[src/design/gsmf_pkg.sv]
// package: codes, arithmetic constants and crc helper for the measure framer
`timescale 1ns / 1ps

package gsmf_pkg;

  // register indexes of the configuration port
  typedef enum logic [0:0] {
    CFG_HUMIDITY    = 1'b0,
    CFG_TEMPERATURE = 1'b1
  } gsmf_cfg_e;

  // input item function codes
  typedef enum logic [0:0] {
    FUNC_START = 1'b0,
    FUNC_RX    = 1'b1
  } gsmf_func_e;

  // result kind codes
  typedef enum logic [0:0] {
    KIND_TX     = 1'b0,
    KIND_RESULT = 1'b1
  } gsmf_kind_e;

  localparam int CFG_IDX_W  = 1;
  localparam int CFG_DATA_W = 18;
  localparam int HUM_W      = 17;
  localparam int TEMP_W     = 18;
  localparam int FRAME_LEN  = 8;
  localparam int BEAT_CNT_W = 3;

  localparam logic [HUM_W-1:0]  HUM_RESET  = 17'd50000;
  localparam logic [TEMP_W-1:0] TEMP_RESET = 18'd25000;

  // fixed command header bytes
  localparam logic [7:0] CMD_HIGH = 8'h26;
  localparam logic [7:0] CMD_LOW  = 8'h0F;

  // crc-8, msb first
  localparam logic [7:0] CRC_POLY = 8'h31;
  localparam logic [7:0] CRC_INIT = 8'hFF;

  // divide by ten through a reciprocal, exact over the operand width
  localparam logic [15:0] HUM_DIV10_MUL   = 16'd52429;
  localparam int          HUM_DIV10_SHIFT = 19;
  localparam logic [17:0] TEMP_DIV10_MUL  = 18'd209716;
  localparam int          TEMP_DIV10_SHIFT = 21;

  // span divide: estimate low by at most one, fixed by one compare
  localparam logic [15:0] HUM_SPAN_MUL    = 16'd53687;
  localparam int          HUM_SPAN_SHIFT  = 29;
  localparam logic [13:0] HUM_SPAN        = 14'd10000;
  localparam logic [15:0] TEMP_SPAN_MUL   = 16'd61356;
  localparam int          TEMP_SPAN_SHIFT = 30;
  localparam logic [14:0] TEMP_SPAN       = 15'd17500;

  localparam logic signed [18:0] TEMP_OFFSET = 19'sd45000;
  localparam logic [15:0]        TICKS_MAX   = 16'hFFFF;

  // per-item control carried down the pipeline
  typedef struct packed {
    logic        start;
    logic        res;
    logic [15:0] resistance;
    logic        crc_err;
  } gsmf_meta_t;

  // crc over two bytes, high byte first
  function automatic logic [7:0] crc8_two(input logic [7:0] hi, input logic [7:0] lo);
    logic [7:0] crc;
    crc = CRC_INIT ^ hi;
    for (int b = 0; b < 8; b++) begin
      crc = crc[7] ? ((crc << 1) ^ CRC_POLY) : (crc << 1);
    end
    crc = crc ^ lo;
    for (int b = 0; b < 8; b++) begin
      crc = crc[7] ? ((crc << 1) ^ CRC_POLY) : (crc << 1);
    end
    return crc;
  endfunction

endpackage

[src/design/gsmf_in_if.sv]
// interface: input item channel
`timescale 1ns / 1ps

interface gsmf_in_if;
  logic       valid;
  logic       ready;
  logic       func;
  logic [7:0] rx_byte;

  modport source (output valid, output func, output rx_byte, input ready);
  modport sink (input valid, input func, input rx_byte, output ready);
endinterface

[src/design/gsmf_out_if.sv]
// interface: result channel
`timescale 1ns / 1ps

interface gsmf_out_if;
  logic        valid;
  logic        ready;
  logic        kind;
  logic [7:0]  tx_byte;
  logic        last;
  logic [15:0] resistance;
  logic        crc_error;

  modport source (output valid, output kind, output tx_byte, output last,
                  output resistance, output crc_error, input ready);
  modport sink (input valid, input kind, input tx_byte, input last,
                input resistance, input crc_error, output ready);
endinterface

[src/design/gsmf_ticks.sv]
// module: four-stage pipeline turning compensation values into sensor ticks
`timescale 1ns / 1ps

module gsmf_ticks (
  input  logic                             clk_i,
  input  logic                             en_i,
  input  logic [gsmf_pkg::HUM_W-1:0]       hum_i,
  input  logic signed [gsmf_pkg::TEMP_W-1:0] temp_i,
  output logic [15:0]                      hum_ticks_o,
  output logic [15:0]                      tc_ticks_o
);
  import gsmf_pkg::*;

  // stage 1: divide by ten
  logic signed [18:0] t_sum;
  logic [32:0]        h_prod1;
  logic [35:0]        t_prod1;
  logic [13:0]        h_q_d, h_q_q;
  logic [14:0]        t_q_d, t_q_q;

  assign t_sum   = 19'(temp_i) + TEMP_OFFSET;
  assign h_prod1 = 33'(hum_i) * 33'(HUM_DIV10_MUL);
  assign t_prod1 = 36'(t_sum[17:0]) * 36'(TEMP_DIV10_MUL);
  assign h_q_d   = h_prod1[HUM_DIV10_SHIFT +: 14];
  // negative sums end at or below zero and clamp to zero
  assign t_q_d   = t_sum[18] ? 15'd0 : t_prod1[TEMP_DIV10_SHIFT +: 15];

  always_ff @(posedge clk_i) begin
    if (en_i) begin
      h_q_q <= h_q_d;
      t_q_q <= t_q_d;
    end
  end

  // stage 2: scale by 65535 and estimate the span quotient
  logic [29:0] h_x_d, h_x_q, h_x2_q;
  logic [30:0] t_x_d, t_x_q, t_x2_q;
  logic [45:0] h_prod2;
  logic [46:0] t_prod2;
  logic [16:0] h_est_q, h_est2_q, t_est_q, t_est2_q;

  assign h_x_d   = {h_q_q, 16'd0} - 30'(h_q_q);
  assign t_x_d   = {t_q_q, 16'd0} - 31'(t_q_q);
  assign h_prod2 = 46'(h_x_d) * 46'(HUM_SPAN_MUL);
  assign t_prod2 = 47'(t_x_d) * 47'(TEMP_SPAN_MUL);

  always_ff @(posedge clk_i) begin
    if (en_i) begin
      h_x_q   <= h_x_d;
      t_x_q   <= t_x_d;
      h_est_q <= h_prod2[HUM_SPAN_SHIFT +: 17];
      t_est_q <= t_prod2[TEMP_SPAN_SHIFT +: 17];
    end
  end

  // stage 3: back-multiply the estimate
  logic [30:0] h_prod3;
  logic [31:0] t_prod3;
  logic [29:0] h_p_q;
  logic [30:0] t_p_q;

  assign h_prod3 = 31'(h_est_q) * 31'(HUM_SPAN);
  assign t_prod3 = 32'(t_est_q) * 32'(TEMP_SPAN);

  always_ff @(posedge clk_i) begin
    if (en_i) begin
      h_p_q    <= h_prod3[29:0];
      t_p_q    <= t_prod3[30:0];
      h_x2_q   <= h_x_q;
      t_x2_q   <= t_x_q;
      h_est2_q <= h_est_q;
      t_est2_q <= t_est_q;
    end
  end

  // stage 4: remainder correction and clamp
  logic [29:0] h_rem;
  logic [30:0] t_rem;
  logic [17:0] h_fix, t_fix;

  assign h_rem = h_x2_q - h_p_q;
  assign t_rem = t_x2_q - t_p_q;
  assign h_fix = (h_rem >= 30'(HUM_SPAN)) ? 18'(h_est2_q) + 18'd1 : 18'(h_est2_q);
  assign t_fix = (t_rem >= 31'(TEMP_SPAN)) ? 18'(t_est2_q) + 18'd1 : 18'(t_est2_q);

  always_ff @(posedge clk_i) begin
    if (en_i) begin
      hum_ticks_o <= (h_fix > 18'(TICKS_MAX)) ? TICKS_MAX : h_fix[15:0];
      tc_ticks_o  <= (t_fix > 18'(TICKS_MAX)) ? TICKS_MAX : t_fix[15:0];
    end
  end

endmodule

[src/design/gas_sensor_measure_framer.sv]
// top level: measure command framer and response collector
`timescale 1ns / 1ps
//
// Usage:
// - item_i carries one item a beat: func start builds the eight-byte measure
//   command, func rx hands over one response byte.
// - result_o gives transmit beats (kind tx, last on the eighth byte) and, on
//   the third response byte after a start, one result beat with resistance
//   and crc_error. Response bytes with no start pending give no beat.
// - cfg_we_i / cfg_idx_i / cfg_wdata_i write humidity (index 0) and
//   temperature (index 1) compensation; write only while the block is idle.
// Path: an item reaches its first beat through the input register, four stages of
// the ticks pipeline and the output register. A start holds the output
// register for eight frame bytes, one byte a cycle while the receiver is
// ready; a response result holds it for one beat; an ignored byte none.
// The whole pipeline advances only while the output register is free or its
// last beat is taken, so the input keeps flowing during a frame's final beat.
// Reset: clears pipeline valids, pending flag, byte count and output state;
// compensation registers return to 50000 and 25000.
// Receiver stall: the current beat holds, the pipeline and input stall.

module gas_sensor_measure_framer (
  input  logic                              clk_i,
  input  logic                              rst_ni,
  input  logic                              cfg_we_i,
  input  logic [gsmf_pkg::CFG_IDX_W-1:0]    cfg_idx_i,
  input  logic [gsmf_pkg::CFG_DATA_W-1:0]   cfg_wdata_i,
  gsmf_in_if.sink                           item_i,
  gsmf_out_if.source                        result_o
);
  import gsmf_pkg::*;

  // configuration registers
  logic [HUM_W-1:0]         hum_q;
  logic signed [TEMP_W-1:0] temp_q;

  always_ff @(posedge clk_i or negedge rst_ni) begin
    if (!rst_ni) begin
      hum_q  <= HUM_RESET;
      temp_q <= TEMP_RESET;
    end else if (cfg_we_i) begin
      unique case (cfg_idx_i)
        CFG_HUMIDITY:    hum_q  <= cfg_wdata_i[HUM_W-1:0];
        CFG_TEMPERATURE: temp_q <= cfg_wdata_i[TEMP_W-1:0];
        default: ;
      endcase
    end
  end

  // pipeline advance: output free or its last beat leaving
  logic busy_q;
  logic kind_q;
  logic [BEAT_CNT_W-1:0] cnt_q;
  logic last_beat;
  logic emit_done;
  logic adv;

  assign last_beat = (kind_q == KIND_RESULT) || (cnt_q == BEAT_CNT_W'(FRAME_LEN - 1));
  assign emit_done = busy_q && result_o.ready && last_beat;
  assign adv       = !busy_q || emit_done;
  assign item_i.ready = adv;

  // input register
  logic       s0_valid_q;
  logic       s0_func_q;
  logic [7:0] s0_rx_q;

  always_ff @(posedge clk_i or negedge rst_ni) begin
    if (!rst_ni) begin
      s0_valid_q <= 1'b0;
    end else if (adv) begin
      s0_valid_q <= item_i.valid;
    end
  end

  always_ff @(posedge clk_i) begin
    if (adv) begin
      s0_func_q <= item_i.func;
      s0_rx_q   <= item_i.rx_byte;
    end
  end

  // response collection state
  logic       pending_q, pending_d;
  logic [1:0] rx_count_q, rx_count_d;
  logic [7:0] rx_high_q, rx_low_q;
  gsmf_meta_t meta_d;

  always_comb begin
    pending_d  = pending_q;
    rx_count_d = rx_count_q;
    meta_d     = '0;
    meta_d.resistance = {rx_high_q, rx_low_q};
    meta_d.crc_err    = (crc8_two(rx_high_q, rx_low_q) != s0_rx_q);
    if (s0_valid_q) begin
      priority if (s0_func_q == FUNC_START) begin
        pending_d    = 1'b1;
        rx_count_d   = 2'd0;
        meta_d.start = 1'b1;
      end else if (pending_q) begin
        priority case (rx_count_q)
          2'd0: rx_count_d = 2'd1;
          2'd1: rx_count_d = 2'd2;
          default: begin
            meta_d.res = 1'b1;
            pending_d  = 1'b0;
            rx_count_d = 2'd0;
          end
        endcase
      end else begin
        // byte with nothing pending is dropped
      end
    end
  end

  always_ff @(posedge clk_i or negedge rst_ni) begin
    if (!rst_ni) begin
      pending_q  <= 1'b0;
      rx_count_q <= 2'd0;
    end else if (adv) begin
      pending_q  <= pending_d;
      rx_count_q <= rx_count_d;
    end
  end

  always_ff @(posedge clk_i) begin
    if (adv && s0_valid_q && (s0_func_q == FUNC_RX) && pending_q) begin
      if (rx_count_q == 2'd0) rx_high_q <= s0_rx_q;
      if (rx_count_q == 2'd1) rx_low_q  <= s0_rx_q;
    end
  end

  // item control follows the ticks pipeline, four stages
  logic [3:0]       sv_q;
  gsmf_meta_t [3:0] sm_q;

  always_ff @(posedge clk_i or negedge rst_ni) begin
    if (!rst_ni) begin
      sv_q <= '0;
    end else if (adv) begin
      sv_q <= {sv_q[2:0], s0_valid_q};
    end
  end

  always_ff @(posedge clk_i) begin
    if (adv) begin
      sm_q <= {sm_q[2:0], meta_d};
    end
  end

  logic [15:0] hum_ticks, tc_ticks;

  gsmf_ticks u_ticks (
    .clk_i       (clk_i),
    .en_i        (adv),
    .hum_i       (hum_q),
    .temp_i      (temp_q),
    .hum_ticks_o (hum_ticks),
    .tc_ticks_o  (tc_ticks)
  );

  // frame assembly from final-stage ticks
  logic [FRAME_LEN-1:0][7:0] frame_d;
  logic s4_valid;
  gsmf_meta_t s4_meta;

  assign s4_valid = sv_q[3];
  assign s4_meta  = sm_q[3];

  always_comb begin
    frame_d[0] = CMD_HIGH;
    frame_d[1] = CMD_LOW;
    frame_d[2] = hum_ticks[15:8];
    frame_d[3] = hum_ticks[7:0];
    frame_d[4] = crc8_two(hum_ticks[15:8], hum_ticks[7:0]);
    frame_d[5] = tc_ticks[15:8];
    frame_d[6] = tc_ticks[7:0];
    frame_d[7] = crc8_two(tc_ticks[15:8], tc_ticks[7:0]);
  end

  // output register: frame shifter or single result beat
  logic [FRAME_LEN-1:0][7:0] frame_q;
  logic [15:0] res_q;
  logic        err_q;

  always_ff @(posedge clk_i or negedge rst_ni) begin
    if (!rst_ni) begin
      busy_q <= 1'b0;
      kind_q <= KIND_TX;
      cnt_q  <= '0;
    end else if (adv) begin
      cnt_q <= '0;
      priority if (s4_valid && s4_meta.start) begin
        busy_q <= 1'b1;
        kind_q <= KIND_TX;
      end else if (s4_valid && s4_meta.res) begin
        busy_q <= 1'b1;
        kind_q <= KIND_RESULT;
      end else begin
        busy_q <= 1'b0;
        kind_q <= KIND_TX;
      end
    end else if (result_o.ready) begin
      cnt_q <= cnt_q + BEAT_CNT_W'(1);
    end
  end

  always_ff @(posedge clk_i) begin
    if (adv) begin
      if (s4_valid && s4_meta.start) frame_q <= frame_d;
      if (s4_valid && s4_meta.res) begin
        res_q <= s4_meta.resistance;
        err_q <= s4_meta.crc_err;
      end
    end else if (result_o.ready) begin
      frame_q <= {8'd0, frame_q[FRAME_LEN-1:1]};
    end
  end

  assign result_o.valid      = busy_q;
  assign result_o.kind       = kind_q;
  assign result_o.tx_byte    = (kind_q == KIND_RESULT) ? 8'd0 : frame_q[0];
  assign result_o.last       = last_beat;
  assign result_o.resistance = (kind_q == KIND_RESULT) ? res_q : 16'd0;
  assign result_o.crc_error  = (kind_q == KIND_RESULT) ? err_q : 1'b0;

  // checks on collection and output sequencing
  a_count_range: assert property (@(posedge clk_i) disable iff (!rst_ni)
    rx_count_q != 2'd3)
    else $error("byte count out of range");

  a_idle_count: assert property (@(posedge clk_i) disable iff (!rst_ni)
    !pending_q |-> rx_count_q == 2'd0)
    else $error("byte count moved with nothing pending");

  a_result_single: assert property (@(posedge clk_i) disable iff (!rst_ni)
    (busy_q && kind_q == KIND_RESULT) |-> cnt_q == '0)
    else $error("result beat counted as frame beat");

  a_stall_hold: assert property (@(posedge clk_i) disable iff (!rst_ni)
    (busy_q && !result_o.ready) |=> busy_q && $stable(cnt_q) && $stable(kind_q))
    else $error("output moved under stall");

  a_frame_load: assert property (@(posedge clk_i) disable iff (!rst_ni)
    (adv && s4_valid && s4_meta.start) |=> busy_q && cnt_q == '0 && kind_q == KIND_TX)
    else $error("frame not loaded from last stage");

endmodule

[src/flat_wrapper.sv]
// flat-port wrapper written by rule: the top's interface ports become plain ports
module gas_sensor_measure_framer_flat import gsmf_pkg::*;
  (clk_i, rst_ni, cfg_we_i, cfg_idx_i, cfg_wdata_i, item_i_valid, item_i_func, item_i_rx_byte, item_i_ready, result_o_valid, result_o_kind, result_o_tx_byte, result_o_last, result_o_resistance, result_o_crc_error, result_o_ready);
  gsmf_in_if item_i_i ();
  gsmf_out_if result_o_i ();
  input  logic clk_i;
  input  logic rst_ni;
  input  logic cfg_we_i;
  input  logic [gsmf_pkg::CFG_IDX_W-1:0] cfg_idx_i;
  input  logic [gsmf_pkg::CFG_DATA_W-1:0] cfg_wdata_i;
  input wire logic [$bits(item_i_i.valid)-1:0] item_i_valid;
  input wire logic [$bits(item_i_i.func)-1:0] item_i_func;
  input wire logic [$bits(item_i_i.rx_byte)-1:0] item_i_rx_byte;
  output wire logic [$bits(item_i_i.ready)-1:0] item_i_ready;
  output wire logic [$bits(result_o_i.valid)-1:0] result_o_valid;
  output wire logic [$bits(result_o_i.kind)-1:0] result_o_kind;
  output wire logic [$bits(result_o_i.tx_byte)-1:0] result_o_tx_byte;
  output wire logic [$bits(result_o_i.last)-1:0] result_o_last;
  output wire logic [$bits(result_o_i.resistance)-1:0] result_o_resistance;
  output wire logic [$bits(result_o_i.crc_error)-1:0] result_o_crc_error;
  input wire logic [$bits(result_o_i.ready)-1:0] result_o_ready;
  assign item_i_i.valid = item_i_valid;
  assign item_i_i.func = item_i_func;
  assign item_i_i.rx_byte = item_i_rx_byte;
  assign item_i_ready = item_i_i.ready;
  assign result_o_valid = result_o_i.valid;
  assign result_o_kind = result_o_i.kind;
  assign result_o_tx_byte = result_o_i.tx_byte;
  assign result_o_last = result_o_i.last;
  assign result_o_resistance = result_o_i.resistance;
  assign result_o_crc_error = result_o_i.crc_error;
  assign result_o_i.ready = result_o_ready;
  gas_sensor_measure_framer u_core (.clk_i(clk_i), .rst_ni(rst_ni), .cfg_we_i(cfg_we_i), .cfg_idx_i(cfg_idx_i), .cfg_wdata_i(cfg_wdata_i), .item_i(item_i_i), .result_o(result_o_i));
endmodule
[config.mk]
export PLATFORM = sky130hd
export DESIGN_NAME = gas_sensor_measure_framer_flat
export DESIGN_NICKNAME = d
export VERILOG_FILES = /design/src/design/gsmf_pkg.sv /design/src/design/gsmf_in_if.sv /design/src/design/gsmf_out_if.sv /design/src/design/gsmf_ticks.sv /design/src/design/gas_sensor_measure_framer.sv /design/src/flat_wrapper.sv
export SDC_FILE = /design/constraint.sdc
export NUM_CORES = 2
export LEC_CHECK = 0
export BUFFER_PORTS_ARGS = -buffer_cell sky130_fd_sc_hd__clkbuf_2
export CORE_ASPECT_RATIO = 0.8
export CORE_MARGIN = 3
export CORE_UTILIZATION = 41
export DETAILED_ROUTE_END_ITERATION = 12
export GPL_ROUTABILITY_DRIVEN = 0
export PLACE_DENSITY_LB_ADDON = 0.3
export SYNTH_ARGS = -nofsm -noshare
export SYNTH_HDL_FRONTEND = slang
export SYNTH_HIERARCHICAL = 1
export SYNTH_SLANG_ARGS = --single-unit
[constraint.sdc]
create_clock -name clk_i -period 17.6 [get_ports clk_i]
set_input_delay 2.64 -clock clk_i [delete_from_list [all_inputs] [get_ports clk_i]]
set_output_delay 2.64 -clock clk_i [all_outputs]
set_load 0.05 [all_outputs]
Yosys cells after proc, flatten, opt, wreduce, memory -nomap -nowiden. Cells that the tools add are included.

Register bits after elaboration: 536. Bits of input ports: 33. Output and inout port bits: 29.

Add/sub/neg operators: 8. Multipliers: 6. Magnitude comparators: 4. Equal/unequal tests: 5. Muxes and demuxes: 69. Bitwise operators: 55. Reductions and logical operators: 22.

Operators by type and width (number): $mux 6 (48); $mux 64 (3); $not 3->3 (48); $mul 30x16->46 const B (1); $mul 31x14->45 const B (1); $add 17x1->18 const B (2); $gt 18x16->1 const B (2); $mux 18 (2); $mul 18x16->34 const B (1); $mul 17x16->33 const B (1); $ge 31x15->1 const B (1); $sub 31x15->31 (1); $sub 31x31->31 (1); $ge 30x14->1 const B (1); $sub 30x14->30 (1); $sub 30x30->30 (1); $mul 17x13->29 const B (1); $mul 17x10->26 const B (1); $not 8->8 (3); $xor 8x8->8 (3); $add 18x17->19 const B (1); $mux 16 (1); $reduce_and 2->1 (7); $mux 1 (9); other kinds (17) (28).

Logic depth before layout (Yosys ltp).
Depth in word-level cells: 36. Mapped depth: 32.

By module. Netlist, hierarchy kept.

By module, submodules not included: gsmf_ticks (instances 1, cells an instance 4435, area each 46086.7 um^2, sequential area each 8798.4 um^2); gas_sensor_measure_framer (instances 1, cells an instance 616, area each 9298.9 um^2, sequential area each 6681.4 um^2).

Worst setup path before layout. No wires, ideal clock.

Kind: in2out. Start: in result_o_ready. End: out item_i_ready. Arrival: 13.931 ns. Data required time: 14.960 ns. Slack: 1.029 ns. Stages on the path: 5. Path buffers: 2. Cell sequence: nand2_1 and2_1 clkbuf_1 clkinv_1 clkbuf_1.

Longest elaborated chain between the ends: 3.

Ends and longest elaborated chain: start: declaration (RTL line flat_wrapper.sv:21) `input wire logic [$bits(result_o_i.ready)-1:0] result_o_ready;`; $logic_and 1x1->1 (2 in series) (RTL line gas_sensor_measure_framer.sv:59) `assign emit_done = busy_q && result_o.ready && last_beat;`; $logic_or 1x1->1 (RTL line gas_sensor_measure_framer.sv:60) `assign adv = !busy_q || emit_done;`; end: declaration (RTL line flat_wrapper.sv:14) `output wire logic [$bits(item_i_i.ready)-1:0] item_i_ready;`.

Every way passes these cells.

Worst setup path in the final report.
Start: reg u_core.u_ticks.t_q_q[0]. End: reg u_core.u_ticks.t_est_q[12] (data pin).

Longest elaborated chain between the ends: 2.

Ends and longest elaborated chain: start: declaration (RTL line gsmf_ticks.sv:19) `logic [14:0] t_q_d, t_q_q;`; start signal: assignment (RTL line gsmf_ticks.sv:31) `t_q_q <= t_q_d;`; $sub 31x15->31 (RTL line gsmf_ticks.sv:43) `assign t_x_d = {t_q_q, 16'd0} - 31'(t_q_q);`; net u_core.u_ticks.t_x_d[11] (RTL line gsmf_ticks.sv:37) `logic [30:0] t_x_d, t_x_q, t_x2_q;`; $mul 31x14->45 (RTL line gsmf_ticks.sv:45) `assign t_prod2 = 47'(t_x_d) * 47'(TEMP_SPAN_MUL);`; net u_core.u_ticks.t_prod2[42] (RTL line gsmf_ticks.sv:39) `logic [46:0] t_prod2;`; end signal: assignment (RTL line gsmf_ticks.sv:52) `t_est_q <= t_prod2[TEMP_SPAN_SHIFT +: 17];`; end: declaration (RTL line gsmf_ticks.sv:40) `logic [16:0] h_est_q, h_est2_q, t_est_q, t_est2_q;`.

The timed path passes the listed nets, and every way through them passes these cells. A chain may end at the register's enable or synchronous reset.

==> insert_results.sql <==
INSERT INTO impl_metrics (metric_group, metric, value, unit) VALUES
('status', 'outcome', 'completed', ''),
('cts', 'cts.htree.levels', '2', ''),
('place', 'i_o_buffers', '61', ''),
('cts', 'cts.hold.buffers_added', '0', ''),
('setup_path', 'worstReg2RegEnd', 'u_core/u_ticks/t_est_q[12]', ''),
('cts', 'tritoncts.num_buffers', '57', ''),
('global_route', 'grt_pass1_vias', '35410', ''),
('drt', 'dr.pass1.iters', '5', ''),
('floorplanning', 'core-area', '132800', 'um2'),
('setup_path', 'crit_type', 'reg2reg', ''),
('drt', 'vias', '34230', ''),
('global_route', 'total_routing_usage_gr', '16.97', '%'),
('global_route', 'grt_first_pass_wirelength', '189700', 'um'),
('sta', 'max_slew_margin', '15.19', '%'),
('synthesis', 'synth_async_sr_flop_share', '9.178', '%'),
('floorplanning', 'chipHeight', '334.7', 'um'),
('synthesis', 'ys_dominant_reg_cell', 'edfxtp_1', ''),
('setup_path', 'arrival', '10.18', 'ns'),
('setup_path', 'cp-start-kind', 'flop', ''),
('setup_path', 'critical_path_buf_inv_count', '3', ''),
('setup_path', 'rrSetupSlack', '7.78', 'ns'),
('setup_path', 'crit_path_end', 'u_core/u_ticks/t_est_q[12]', ''),
('sta', 'setup_viol', '0', ''),
('synthesis', 'post_synth_inst_count', '5051', ''),
('setup_path', 'critical_path.startpoint', 'u_core/u_ticks/t_q_q[0]', ''),
('synthesis', 'ys_seq_elements', '523', ''),
('synthesis', 'syn-num-nets', '6602', ''),
('drt', 'route.detailed.vias_per_inst', '4.922', ''),
('layout', 'design.final.nets', '6704', ''),
('synthesis', 'synth.yosys.warnings', '6', ''),
('cts', 'cts_root_buf', 'clkbuf_16', ''),
('synthesis', 'synth_sequential_area_ratio', '27.95', '%'),
('setup_path', 'regToRegStartpoint', 'u_core/u_ticks/t_q_q[0]', ''),
('floorplanning', 'io-pin-count', '62', ''),
('drt', 'drt_iter0_drc', '2176', ''),
('cts', 'postCtsSetupRepairBufs', '0', ''),
('global_route', 'grt_max_degree', '189', ''),
('setup_path', 'crit_path_frequent_cell', 'fa_1', ''),
('floorplanning', 'std_cell_rows', '119', ''),
('setup_path', 'rr_worst_depth', '27', ''),
('setup_path', 'worstSetupEndpointType', 'flop', ''),
('cts', 'cts_repair_resize_count', '0', ''),
('drt', 'postRouteAntennaNets', '0', ''),
('layout', 'drive_above_1_share', '5.251', '%'),
('global_route', 'grt-ovfl-total', '0', ''),
('sta', 'timing.final.hold_violations', '0', ''),
('drt', 'detail_route.drc_violations', '0', ''),
('floorplanning', 'dieArea', '139600', 'um2'),
('setup_path', 'cp_slowest_stage_delay', '0.75', 'ns'),
('sta', 'rsz_0062_raised_after_global_routing', 'false', ''),
('layout', 'layout_area_overhead', '8.176', '%'),
('sta', 'finalCriticalPeriod', '9.822', 'ns'),
('job', 'drv_cap', '0', ''),
('floorplanning', 'floorplan.initialDensity', '41.70', '%'),
('synthesis', 'synth.cell_area', '55390', 'um2'),
('cts', 'worstSkewPairLatency', '0.66', 'ns'),
('sta', 'drv_slew', '0', ''),
('sta', 'fin_worst_skew', '0.06007', 'ns'),
('setup_path', 'critical_path_depth', '27', ''),
('cts', 'tritoncts', 'done', ''),
('sta', 'timing.final.crit_share', '55.81', '%'),
('sta', 'fin_setup_tns', '0', 'ns'),
('setup_path', 'worst_path_dominant_cell_family', 'adder cells', ''),
('sta', 'clock.fmax', '0.1018', 'GHz'),
('cts', 'clkSinkCount', '523', ''),
('global_route', 'grt_antenna_before_repair', '3', ''),
('drt', 'finalWirelength', '115800', 'um'),
('setup_path', 'worst-endpoint-required', '17.96', 'ns'),
('synthesis', 'synth_area_per_cell', '10.97', 'um2'),
('drt', 'avgRoutedWirePerCell', '16.65', 'um'),
('worst_hold_path', 'holdCritPathClass', 'reg2reg', ''),
('cts', 'clock_tree.buffer_depth', '3', ''),
('place', 'detailed_place_hpwl', '96250', 'um'),
('cts', 'clk_pin_slew_worst_paths', '0.07', 'ns'),
('layout', 'antenna-diode-count', '0', ''),
('synthesis', 'netlist-cell-type-count', '87', ''),
('setup_path', 'critical-path-slowest-cell', 'xor2_1', ''),
('sta', 'timing_worst_slew_pin_value', '1.258', 'ns'),
('floorplanning', 'die_w', '416.9', 'um'),
('setup_path', 'critical_path.max_fanout', '12', ''),
('synthesis', 'count_of_flip_flops_with_a_built_in_enable_after_synthesis', '475', '');
flip-flops by register name, indices dropped and copies added, names as in the netlist, 14 cells and up:
register / count
u_core/u_ticks/t_est2_q: 17
u_core/u_ticks/h_est_q: 17
u_core/u_ticks/h_p_q: 22
u_core/u_ticks/h_x_q: 26
u_core/u_ticks/tc_ticks_o: 16
u_core/temp_q: 18
u_core/u_ticks/h_x2_q: 26
u_core/u_ticks/t_p_q: 28
u_core/res_q: 16
u_core/u_ticks/t_x2_q: 31
u_core/s4_meta: 19
u_core/u_ticks/t_q_q: 15
u_core/u_ticks/t_est_q: 17
u_core/u_ticks/h_est2_q: 17
u_core/hum_q: 17
u_core/u_ticks/hum_ticks_o: 16
u_core/frame_q: 64
u_core/u_ticks/h_q_q: 14
u_core/u_ticks/t_x_q: 31
u_core/sm_q: 57
layout make-up:
class,count,area [um2]
clock buffer,60,1438
clock inverter,45,541.8
fill,12490,72900
inverter,1275,4793
multi-input combinational,3206,34930
sequential,523,15480
tap,1754,2195
timing repair buffer,90,535.5
layer usage:
metal | up-vias | routed length, um | GRT usage [%]
li1 | 16630 | - | -
met1 | 16800 | 58800 | 26.16
met2 | 677 | 48260 | 24.95
met3 | 120 | 6965 | 3.366
met4 | 0 | 1727 | 2.852
met5 | - | 0 | 0
stage by stage:
stage                     cells  setup WS [ns]  cell area, um2  hold slack [ns]  util, %
after floorplan            5051          1.029           55390           0.4003        -
after global placement     6848          8.066           57930           0.4012    43.62
after detailed placement   6848          7.894           57930           0.4045    43.62
after CTS                  6953          7.855           59910           0.4010    45.11
after global routing       6953          7.134           59910           0.4094    45.11
final                      6953          7.778           59910           0.4050    45.11
worst min-delay path by stage:
stage / startpoint / endpoint / slack [ns] / cells after the start
after CTS: u_core/u_ticks/h_x_q[23] / u_core/u_ticks/h_x2_q[23] / 0.40 / 0
after global routing: u_core/u_ticks/h_x_q[23] / u_core/u_ticks/h_x2_q[23] / 0.41 / 0
after global placement: u_core/u_ticks/h_x_q[16] / u_core/u_ticks/h_x2_q[16] / 0.40 / 0
after floorplan: u_core/s4_meta[0] / u_core/err_q / 0.40 / 0
final: u_core/u_ticks/h_x_q[21] / u_core/u_ticks/h_x2_q[21] / 0.40 / 0
after detailed placement: u_core/sm_q[51] / u_core/s4_meta[13] / 0.40 / 0
cells in the mapped netlist, drive strengths merged (10+ instances only):
library cell  count  share of area (%)
inv            1274                8.6
ha              827                 19
fa              691                 25
edfxtp          475                 26
nand2           246                1.7
xnor2           198                3.2
nor2            190                1.3
a21oi           134                1.2
o21ai           102               0.94
xor2             94                1.5
nand3            76               0.69
nor3             73               0.66
a21o             62               0.84
nor2b            40               0.45
and3             38               0.43
mux2             37               0.75
clkbuf           36               0.24
dfrtp            36                1.6
nand2b           33               0.37
and2             29               0.33
o21a             28               0.38
or3              27               0.30
a211oi           25               0.36
a31oi            20               0.25
nand4            20               0.23
o211ai           17               0.23
mux2i            15               0.30
o21bai           15               0.20
nor4             13               0.17
a2111oi          12               0.19
dfstp            12               0.57
or2              12               0.14
buf              11               0.11
or4              11               0.15
a21boi           10               0.14
cells by family (layout without fill, tap and decap cells):
logic type	after synthesis	after routing	synth area share (%)
fa+ha+maj	1518	1518	43.66
simple gates	833	833	7.261
xor+xnor	301	301	5.069
flops	523	523	27.95
buf+inv	1322	1470	8.998
compound gates	502	502	6.011
mux	52	52	1.053
cells in the final DEF (no fill, tap or decap), drive strengths merged, types with 73 or more instances in the layout:
master  Yosys  layout
nand3      76      76
clkbuf     36     120
xnor2     198     198
nand2     246     246
o21ai     102     102
ha        827     827
a21oi     134     134
nor2      190     190
fa        691     691
inv      1274    1280
xor2       94      94
edfxtp    475     475
nor3       73      73
worst reg2reg max path: stages (launching register included):
cell	delay [ns]
edfxtp_1	0.60
or4_1	0.65
or3_1	0.42
or3_1	0.42
xor2_1	0.75
xor2_1	0.31
xnor2_1	0.42
inv_1	0.12
fa_1	0.57
fa_1	0.44
fa_1	0.52
fa_1	0.56
inv_1	0.06
fa_1	0.50
inv_1	0.05
ha_1	0.32
nand4_1	0.15
nor2_1	0.07
a211oi_1	0.23
o41ai_1	0.12
nor3_1	0.21
o21ai_0	0.24
o41ai_1	0.58
o21ai_0	0.37
o21a_1	0.29
o21a_1	0.18
or2_2	0.28
xor2_1	0.14
Power is not shown: default switching activity piles up to over one toggle a cycle in this logic, so the estimate is an artifact.
